--- config.mk ---
export PLATFORM = sky130hd
export DESIGN_NAME = sme_ram
export DESIGN_NICKNAME = d
export VERILOG_FILES = /design/src/rtl/sme_ram.sv
export SDC_FILE = /design/constraint.sdc
export NUM_CORES = 1
export LEC_CHECK = 0
export BUFFER_PORTS_ARGS = -buffer_cell sky130_fd_sc_hd__buf_2
export CORE_UTILIZATION = 25
export DETAILED_ROUTE_END_ITERATION = 7
export PLACE_DENSITY = 0.49
export SLEW_MARGIN = 20
export SYNTH_ARGS = -nofsm -noshare
export SYNTH_HDL_FRONTEND = slang
export SYNTH_SLANG_ARGS = --single-unit
--- constraint.sdc ---
create_clock -name clk -period 2.7 [get_ports clk]
set_input_delay 0.405 -clock clk [delete_from_list [all_inputs] [get_ports clk]]
set_output_delay 0.405 -clock clk [all_outputs]
set_load 0.02 [all_outputs]
--- src/rtl/sme_ram.sv ---
`timescale 1ns / 1ps
`default_nettype none
module sme_ram #(
  parameter int Width = 8,
  parameter int Depth = 16
) (
  input  wire logic                     clk,
  input  wire logic                     we,
  input  wire logic [$clog2(Depth)-1:0] waddr,
  input  wire logic [Width-1:0]         wdata,
  input  wire logic [$clog2(Depth)-1:0] raddr,
  output logic      [Width-1:0]         rdata
);
  logic [Width-1:0] mem [Depth];

  always_ff @(posedge clk) begin
    if (we) begin
      mem[waddr] <= wdata;
    end
    rdata <= mem[raddr];
  end
endmodule
`default_nettype wire

==> After elaboration in Yosys (flattened, before gate mapping) <==
Memories as Yosys holds them, arrays and structs flattened. A register that Yosys moved wholly into a read port is not among the register bits.
Index checks and enable logic that the tools add are counted.
{ "totals": {"elab_cells": 3, "mem_count": 1, "in_bits": 18, "output_inout_bits": 8, "regBits": 0, "mem_bits_rw": 128} }
{ "classes": {"muxes": 2} }
{ "memory_table": {"columns": ["name", "depth", "word_bits", "read_ports", "rd_ports_with_merged_regs", "wr", "line_no", "text"], "rows": [
  ["mem", 16, 8, 1, 1, 1, "14", "logic [Width-1:0] mem [Depth];"]
]} }
{ "op_table": {"columns": ["operator", "count"], "rows": [
  ["$mux W1", 2]
]} }

==> Longest topological paths before layout <==
Gate-level depths: netlist of the first run.
{ "depth": {"ltp_word": 2, "ltp_mapped": 5, "depth_no_buf": 3} }

==> Least setup slack after synthesis of the first run <==
No wires, ideal clock.
{ "synth_timing": {"path_type": "input port to flip-flop", "start": "input waddr[2]", "end": "memory mem[0][0] (enable)", "setup_slack_ps": 802, "setup_time_ps": 383, "required_time_ps": 2317, "cell_stages": 2, "arrival_ps": 1515, "path_cell_list": "or3b_2 > nor3_1"} }
{ "synth_rtl": {"columns": ["item", "line_no", "text"], "rows": [
  ["from (decl)", "9", "input wire logic [$clog2(Depth)-1:0] waddr,"],
  ["to (decl)", "14", null]
]} }
Straight into the memory's write port.

==> Worst setup path after layout of the first run <==
{ "layout_timing": {"start": "input waddr[2]", "end": "memory mem[1][7] (enable)"} }
Straight into the memory's write port.

==> results of run 1 <==
-- power breakdown --
part / switching [mW] / internal (mW)
combinational: 0.139 / 0.0928
sequential: 0.0168 / 2.36
clock: 0.793 / 1.34
-- worst reg2reg max path: cells and delay by family, from the launching register on --
| family | cells | cell delay, ns |
|---|---|---|
| DFF | 1 | 0.40 |
| and+or+nand+nor | 1 | 0.09 |
| AOI/OAI and AO/OA | 1 | 0.29 |
| muxes | 1 | 0.53 |
-- metrics by stage --
step | util | worst slack (ns) | power [mW]
floorplan | - | 0.802 | 2.55
global placement | 0.280 | 0.734 | 2.65
detailed placement | 0.280 | 0.693 | 2.66
CTS | 0.307 | 1.13 | 4.80
global route | 0.307 | 1.03 | 4.90
finish | 0.307 | 1.15 | 4.75
-- worst paths after layout --
path	from	end	slack [ns]	cells after the start
setup / recovery	waddr[2]	mem[1][7]	1.15	3
hold / removal	wdata[4]	mem[14][4]	0.38	1
setup reg to reg	mem[1][0]	rdata[0]	1.27	3
hold reg to reg	mem[14][3]	rdata[3]	0.67	3
-- logic make-up (layout without fill, tap and decap cells) --
family                 Yosys count  count (layout)  share of synthesized area
and+or+nand+nor                 35              35                     0.0318
AOI/OAI and AO/OA               16              16                     0.0233
buffers and inverters           10              75                     0.0168
muxes                           32              32                      0.150
DFF                            136             136                      0.778
-- flip-flops by register name, summed over array words and instances, names as in the netlist --
| register | flops |
|---|---|
| rdata | 8 |
| mem | 128 |
-- layout make-up --
cell class	count	area, um^2
Tap cell	270	338
Fill cell	1955	14000
Sequential cell	136	4000
Timing Repair Buffer	43	273
Clock buffer	22	444
Multi-Input combinational cell	83	1060
Clock inverter	10	104
-- routing by layer --
layer / global-route usage / routed length, um / vias up
met1: 0.149 / 5010 / 1241
met4: 0.0453 / 101 / 0
met5: 0 / 0 / -
met3: 0.0364 / 478 / 9
met2: 0.160 / 5020 / 55
li1: - / - / 1079
-- cell usage in the layout (no fill, tap or decap), types with 8 or more instances in the layout --
cell,instances
buf_2,25
mux4_2,18
nor2_1,13
edfxtp_1,128
mux4_1,14
a22oi_1,16
buf_4,17
clkbuf_16,17
nand2_1,9
dfxtp_1,8
==> results_dict.tcl, run 1 <==
set metrics [dict create \
    cts_tree "built" \
    cp_data_arrival_time_ns 1.59 \
    hold_viol 0 \
    slew_viol_final 0 \
    yosysSeqAreaShare 0.778 \
    num_antenna_cells 0 \
    tns_ns 0 \
    synth.top_cells.by_area "edfxtp_1 75%, mux4_2 7.9%, mux4_1 7.1%" \
    synth_enable_flop_cells 128 \
    htreeDepth 4 \
    worst_pin_slew_ns 0.864 \
    dr.pass1.iters 5 \
    place_hpwl_um 6880 \
    yosysTopAreaCellShare 0.747 \
    skew_ns 0.00818 \
    hold_slack_ns 0.381 \
    groute.usage.overall 0.110 \
    max_stage_delay_ns 0.56 \
    grt-ovfl-total 0 \
    min_period_ns 1.55 \
    yosysMostFrequentCell "edfxtp_1" \
    drc 0 \
    critPathKind "input port to flip-flop" \
    ir_drop_mv 0.438 \
    cts.sinks 136 \
    max_freq_ghz 0.644 \
    nets 299 \
    grt_max_degree 33 \
    place_area_um2 5670 \
    netlist_area_um2 5150 \
    hold_path_class "input port to flip-flop" \
    cp_max_fo 8 \
    grt_pass1_vias 2567 \
    dieArea_um2 21200 \
    clkLatencyLatePin_ns 0.41 \
    cts_setup_buffers 0 \
    p_per_area_nw_per_um2 763 \
    core_area_um2 20200 \
    maxCapViolCount 0 \
    layout-drive-gt1-share 0.296 \
    end_kind "flip-flop" \
    ys_warn_count 0 \
    cp_num_buf_inv 1 \
    die_y_um 145 \
    p_leak_nw 2.06 \
    ys.flop_type "edfxtp_1" \
    antenna_found_initial 0 \
    async_flop_share 0 \
    cp-start-kind "input port" \
    synth.avg_cell_area_um2 22.5 \
    crit_chain "buf_2 -> or3b_2 -> nor2_1" \
    cpMaxStageDelayCell "nor2_1" \
    ioPinCount 26 \
    vias_per_cell 4.23 \
    areaGrowthSynthToFinish_pct 20.8 \
    port_buffers 25 \
    place_congestion 0.706 \
    synth-seq-cells 136 \
    min_period_over_period 0.575 \
    run_status "finished, final reports clean" \
    clockBufferDepth 2 \
    netlist_instances 229 \
    cts_resized 0 \
    die_x_um 145 \
    dp.cells 532 \
    drt_iter0_drc 195 \
    finalNonFillerCells 564 \
    rsz0062_at_grt "no" \
    yosys-top-cells-count "128 x edfxtp_1, 18 x mux4_2, 16 x a22oi_1" \
    synth_cell_types 19 \
    finalSetupViolations 0 \
    grt_pass1_wl_um 16200 \
    hold_buffers 0 \
    relSlewSlack 0.423 \
    clk_pin_slew_worst_paths_ns 0.05 \
    critPathTopFamily "simple AND/OR/NAND/NOR gates" \
    initial_utilization 0.254 \
    post-route-cell-area_um2 6220 \
    via_count 2384 \
    crit_required_ns 2.74 \
    root_buffer "clkbuf_16" \
    drtAntennaViolNets 0 \
    rows 52 \
    synth_top_area_cell "edfxtp_1" \
    wl_per_cell_um 18.8 \
    wl_um 10600 \
    syn_nets 247 \
    tritoncts.num_buffers 17 \
]
(Power assumes the default switching activity.)
==> inputs of run 2 (changes only) <==
--- a/config.mk
+++ b/config.mk
@@ -8,7 +8,7 @@
 export BUFFER_PORTS_ARGS = -buffer_cell sky130_fd_sc_hd__buf_2
 export CORE_UTILIZATION = 25
 export DETAILED_ROUTE_END_ITERATION = 7
-export PLACE_DENSITY = 0.49
+export PLACE_DENSITY = 0.51
 export SLEW_MARGIN = 20
 export SYNTH_ARGS = -nofsm -noshare
 export SYNTH_HDL_FRONTEND = slang
==> constraint.sdc (replaced) <==
create_clock -name clk -period 1.3 [get_ports clk]
set_input_delay 0.195 -clock clk [delete_from_list [all_inputs] [get_ports clk]]
set_output_delay 0.195 -clock clk [all_outputs]
set_load 0.02 [all_outputs]
==> run 2 against run 1 <==
The run now ends with negative setup slack left. Wire length grew 5.8%. Critical path type is now flip-flop to flip-flop. Power up 110%. Sequential share of layout area down 3.2 points. Non-clock buffer count up 17. Die area unchanged. Combinational power rose to 2.5 times the previous value. Register-to-register slack worse by 1.3 ns. Clock power up 120%. Sequential power grew 110%. Cell count is 3.0% higher.
==> results_dict.tcl, run 2 (synthesis gave the netlist of run 1 again) <==
set metrics [dict create \
    ioPinCount 26 \
    top_regs "mem (128), rdata (8)" \
    grt_pass1_vias 2682 \
    clk_pin_slew_worst_paths_ns 0.06 \
    dp_slack_ns -0.362 \
    clkLatencyLatePin_ns 0.41 \
    skew_ns 0.0101 \
    grt_max_degree 22 \
    htreeDepth 4 \
    vias_per_cell 4.28 \
    mostFrequentLayoutCells "128 x edfxtp_1, 26 x mux4_2, 25 x buf_2" \
    crit_chain "mux4_2 -> a22oi_2 -> buf_4 -> nand2_2" \
    min_period_ns 1.31 \
    wl_um 11200 \
    drc 0 \
    hold_viol 0 \
    rows 52 \
    setup_slack_ns -0.0118 \
    cp-start-kind "flip-flop" \
    num_antenna_cells 0 \
    die_y_um 145 \
    initial_utilization 0.254 \
    finalSetupViolations 1 \
    largest_reg_flops 128 \
    crit_required_ns 1.60 \
    slew_viol_final 0 \
    finalNonFillerCells 581 \
    cpMaxStageDelayCell "mux4_2" \
    hold_path_class "input port to flip-flop" \
    cp_max_fo 1 \
    max_stage_delay_ns 0.47 \
    dr.pass1.iters 4 \
    grt-ovfl-total 0 \
    groute.usage.overall 0.112 \
    tritoncts.num_buffers 17 \
    final_common_cell "edfxtp_1" \
    worst_pin_slew_ns 0.860 \
    dp.cells 550 \
    via_count 2486 \
    rsz0062_at_grt "yes" \
    violations "negative setup slack" \
    cp_data_arrival_time_ns 1.61 \
    dieArea_um2 21200 \
    core_area_um2 20200 \
    cts.sinks 136 \
    max_freq_ghz 0.762 \
    critPathKind "flip-flop to flip-flop" \
    fill_cells 1909 \
    drtAntennaViolNets 0 \
    place_congestion 0.693 \
    cts_tree "built" \
    min_period_over_period 1.01 \
    antenna_found_initial 0 \
    run_status "complete, but fails checks" \
    clockBufferDepth 2 \
    root_buffer "clkbuf_16" \
    place_hpwl_um 7360 \
    largest-register "mem" \
    areaGrowthSynthToFinish_pct 27.2 \
    die_x_um 145 \
    nets 316 \
    layout-drive-gt1-share 0.412 \
    grt_pass1_wl_um 16700 \
    p_per_area_nw_per_um2 1560 \
    port_buffers 25 \
    relSlewSlack 0.425 \
    final_core_util 0.323 \
    wl_per_cell_um 19.3 \
    critPathTopFamily "multiplexers" \
    maxCapViolCount 0 \
    end_kind "flip-flop" \
    drt_iter0_drc 210 \
    p_leak_nw 2.16 \
    ir_drop_mv 1.17 \
    cp_num_buf_inv 1 \
]
[run 2: changes by cell type in the layout (fill, tap and decap cells not counted), moves of 5 or more]
| cell | before | now |
|---|---|---|
| mux4_2 | 18 | 26 |
| a22oi_2 | 0 | 5 |
| mux4_1 | 14 | 6 |
| buf_12 | 1 | 11 |
| buf_4 | 17 | 24 |
| a22oi_1 | 16 | 11 |
[run 2: where the power goes]
part / switching, mW / internal, mW / total (mW) / leakage [nW]
combinational: 0.325 / 0.258 / 0.582 / 0.669
clock: 1.70 / 2.98 / 4.69 / 0.270
sequential: 0.0341 / 4.90 / 4.94 / 1.22
total: 2.06 / 8.14 / 10.2 / 2.16
[run 2: area by class of cell]
class,count,area (um^2),share of cell area
Clock buffer,18,429,0.0656
Sequential cell,136,4000,0.612
Clock inverter,14,158,0.0241
Timing Repair Buffer,60,526,0.0803
Tap cell,270,338,0.0516
Multi-Input combinational cell,83,1090,0.167
[run 2: routing by layer]
| metal | global-route usage | wire [um] | vias to the layer above | part of all wire |
|---|---|---|---|---|
| met3 | 0.0304 | 674 | 7 | 0.060 |
| li1 | - | - | 1106 | - |
| met4 | 0.0332 | 74 | 0 | 0.0066 |
| met1 | 0.153 | 5230 | 1306 | 0.47 |
| met2 | 0.174 | 5240 | 67 | 0.47 |
| met5 | 0 | 0 | - | 0 |
[run 2: repair_timing]
item,4_1_cts,5_1_grt
setup buffers,0,0
cloned,0,0
hold endpoints to repair,0,0
setup endpoints to repair,4,8
hold buffers,0,0
resized for setup,7,7
pin swaps,2,4
[run 2: final timing paths]
kind / slack, ns / to / startpoint / cells after the start
max: -0.01 / rdata[6] / mem[2][6] / 4
max reg2reg: -0.01 / rdata[6] / mem[2][6] / 4
min: 0.16 / mem[7][4] / wdata[4] / 1
min reg2reg: 0.68 / rdata[5] / mem[11][5] / 3
[run 2: through the flow]
step | cell area [um^2] | setup TNS (ns) | total power [mW] | hold slack, ns
floorplan | 5190 | -0.213 | 5.31 | 0.294
global placement | 5970 | -5.74 | 5.60 | 0.572
detailed placement | 5970 | -7.03 | 5.61 | 0.589
CTS | 6560 | -0.0273 | 10.3 | 0.156
global route | 6550 | -0.199 | 10.5 | 0.170
finish | 6550 | -0.0118 | 10.2 | 0.161
[run 2: worst reg2reg max path, cell delays in order (launching register included)]
cell and delay, ns:
edfxtp_1 0.36, mux4_2 0.47, a22oi_2 0.16, buf_4 0.15, nand2_2 0.05
==> inputs of run 3 (changes only) <==
==> constraint.sdc (replaced) <==
create_clock -name clk -period 1.1 [get_ports clk]
set_input_delay 0.165 -clock clk [delete_from_list [all_inputs] [get_ports clk]]
set_output_delay 0.165 -clock clk [all_outputs]
set_load 0.02 [all_outputs]
==> run 3 against run 2 <==
The flow still finishes with violations (negative setup slack). Largest power group unchanged. Global-route usage shrank 0.12 points. Hold slack worse by 0.0053 ns. Via count down 0.52%. Critical path depth is 1 lower. Highest routed layer unchanged. Clock power increased by 19%. Combinational power is 23% higher. First-iteration DRC count is 3.8% lower. Design area is 1.3% higher. Die area did not move.
==> results_dict.tcl, run 3 (synthesis gave the netlist of run 1 again) <==
set metrics [dict create \
    worst_pin_slew_ns 0.988 \
    crit_required_ns 1.39 \
    die_y_um 145 \
    num_antenna_cells 0 \
    hold_path_class "input port to flip-flop" \
    wl_per_cell_um 18.4 \
    clkLatencyLatePin_ns 0.40 \
    finalSetupViolations 8 \
    cts_tree "built" \
    p_leak_nw 2.18 \
    cpMaxStageDelayCell "mux4_2" \
    fill_cells 1906 \
    crit_chain "mux4_2 -> a22oi_2 -> nand2_1" \
    hold_viol 0 \
    cp_max_fo 1 \
    skew_ns 0.00635 \
    place_congestion 0.705 \
    grt-ovfl-total 0 \
    htreeDepth 4 \
    end_kind "flip-flop" \
    min_period_over_period 1.13 \
    slew_viol_final 0 \
    max_freq_ghz 0.803 \
    place_hpwl_um 7560 \
    clockBufferDepth 2 \
    dr_wl_met3_um 363 \
    core_area_um2 20200 \
    cts.sinks 136 \
    finalNonFillerCells 585 \
    cp_data_arrival_time_ns 1.53 \
    cp_num_buf_inv 0 \
    grt_max_degree 18 \
    areaGrowthSynthToFinish_pct 28.8 \
    dp_slack_ns -0.529 \
    critPathTopFamily "multiplexers" \
    violations "negative setup slack" \
    critPathKind "flip-flop to flip-flop" \
    via_count 2473 \
    setup_slack_ns -0.146 \
    max_stage_delay_ns 0.48 \
    min_period_ns 1.25 \
    run_status "complete, but fails checks" \
    maxCapViolCount 0 \
    tns_ns -1.06 \
    initial_utilization 0.254 \
    die_x_um 145 \
    cp-start-kind "flip-flop" \
    ir_drop_mv 1.16 \
    dr.pass1.iters 4 \
    cts_setup_buffers 0 \
    drc 0 \
    tritoncts.num_buffers 17 \
    layout-drive-gt1-share 0.498 \
    post-route-cell-area_um2 6630 \
    top_regs "mem (128), rdata (8)" \
    hold_buffers 0 \
    final_common_cell "edfxtp_1" \
    wl_um 10800 \
    root_buffer "clkbuf_16" \
    met2_length_um 5140 \
    rows 52 \
    top_layer_used "met4" \
    grt_pass1_wl_um 16800 \
    p_per_area_nw_per_um2 1840 \
    rsz0062_at_grt "yes" \
    ioPinCount 26 \
    drtAntennaViolNets 0 \
    hold_slack_ns 0.156 \
    groute.usage.overall 0.111 \
    mostFrequentLayoutCells "128 x edfxtp_1, 32 x mux4_2, 31 x buf_4" \
    grt_pass1_vias 2728 \
    vias_per_cell 4.23 \
    place_area_um2 5950 \
    dp.cells 554 \
    largest_reg_flops 128 \
    nets 320 \
    relSlewSlack 0.340 \
    antenna_found_initial 0 \
    port_buffers 25 \
    dieArea_um2 21200 \
    drt_iter0_drc 202 \
    clk_pin_slew_worst_paths_ns 0.06 \
    met1_length_um 5170 \
    largest-register "mem" \
]
==> run 3: changes by cell type in the layout (fill, tap and decap cells not counted), moves of 3 or more <==
cell | before | now
dfxtp_1 | 8 | 3
dfxtp_2 | 0 | 5
clkinv_2 | 2 | 5
mux4_1 | 6 | 0
buf_6 | 0 | 4
buf_4 | 24 | 31
nor2_2 | 3 | 9
a22oi_1 | 11 | 5
clkinv_1 | 3 | 0
buf_2 | 25 | 20
nor2_1 | 10 | 4
a22oi_2 | 5 | 11
mux4_2 | 26 | 32
==> run 3: worst paths after layout <==
check	to	cells after the start	slack [ns]	from
max	rdata[2]	3	-0.15	mem[0][2]
min reg2reg	rdata[2]	3	0.67	mem[12][2]
min	mem[2][7]	1	0.16	wdata[7]
max reg2reg	rdata[2]	3	-0.15	mem[0][2]
==> run 3: timing repair <==
| item | in CTS | in global routing |
|---|---|---|
| pin swaps | 2 | 1 |
| gates resized for setup | 17 | 9 |
| setup endpoints to repair | 13 | 13 |
==> run 3: routing by layer <==
| metal | vias to the layer above | GRT usage |
|---|---|---|
| met5 | - | 0 |
| met3 | 8 | 0.0320 |
| met4 | 0 | 0.0332 |
| met1 | 1308 | 0.145 |
| met2 | 50 | 0.177 |
| li1 | 1107 | - |
==> run 3: worst register-to-register path: stages (launching register included) <==
cell and delay [ns]:
edfxtp_1 0.37, mux4_2 0.48, a22oi_2 0.21, nand2_1 0.07
==> run 3: power by group <==
part,total (mW),internal (mW),switching [mW]
sequential,5.85,5.80,0.0465
combinational,0.718,0.327,0.391
clock,5.60,3.61,2.00
total,12.2,9.73,2.44
==> run 3: final cells by class <==
type                    count  area, um^2  area share
flip-flops and latches    136        4010       0.605
repair buffers             64         558      0.0842
clock inverters            13         155      0.0234
well taps                 270         338      0.0510
multi-input cells          83        1120       0.170
clock buffers              19         443      0.0668
==> run 3: stage by stage <==
stage	total power, mW	util
after floorplan	6.30	-
after global placement	6.62	0.294
after detailed placement	6.63	0.294
after CTS	12.2	0.326
after global routing	12.5	0.328
final	12.2	0.328
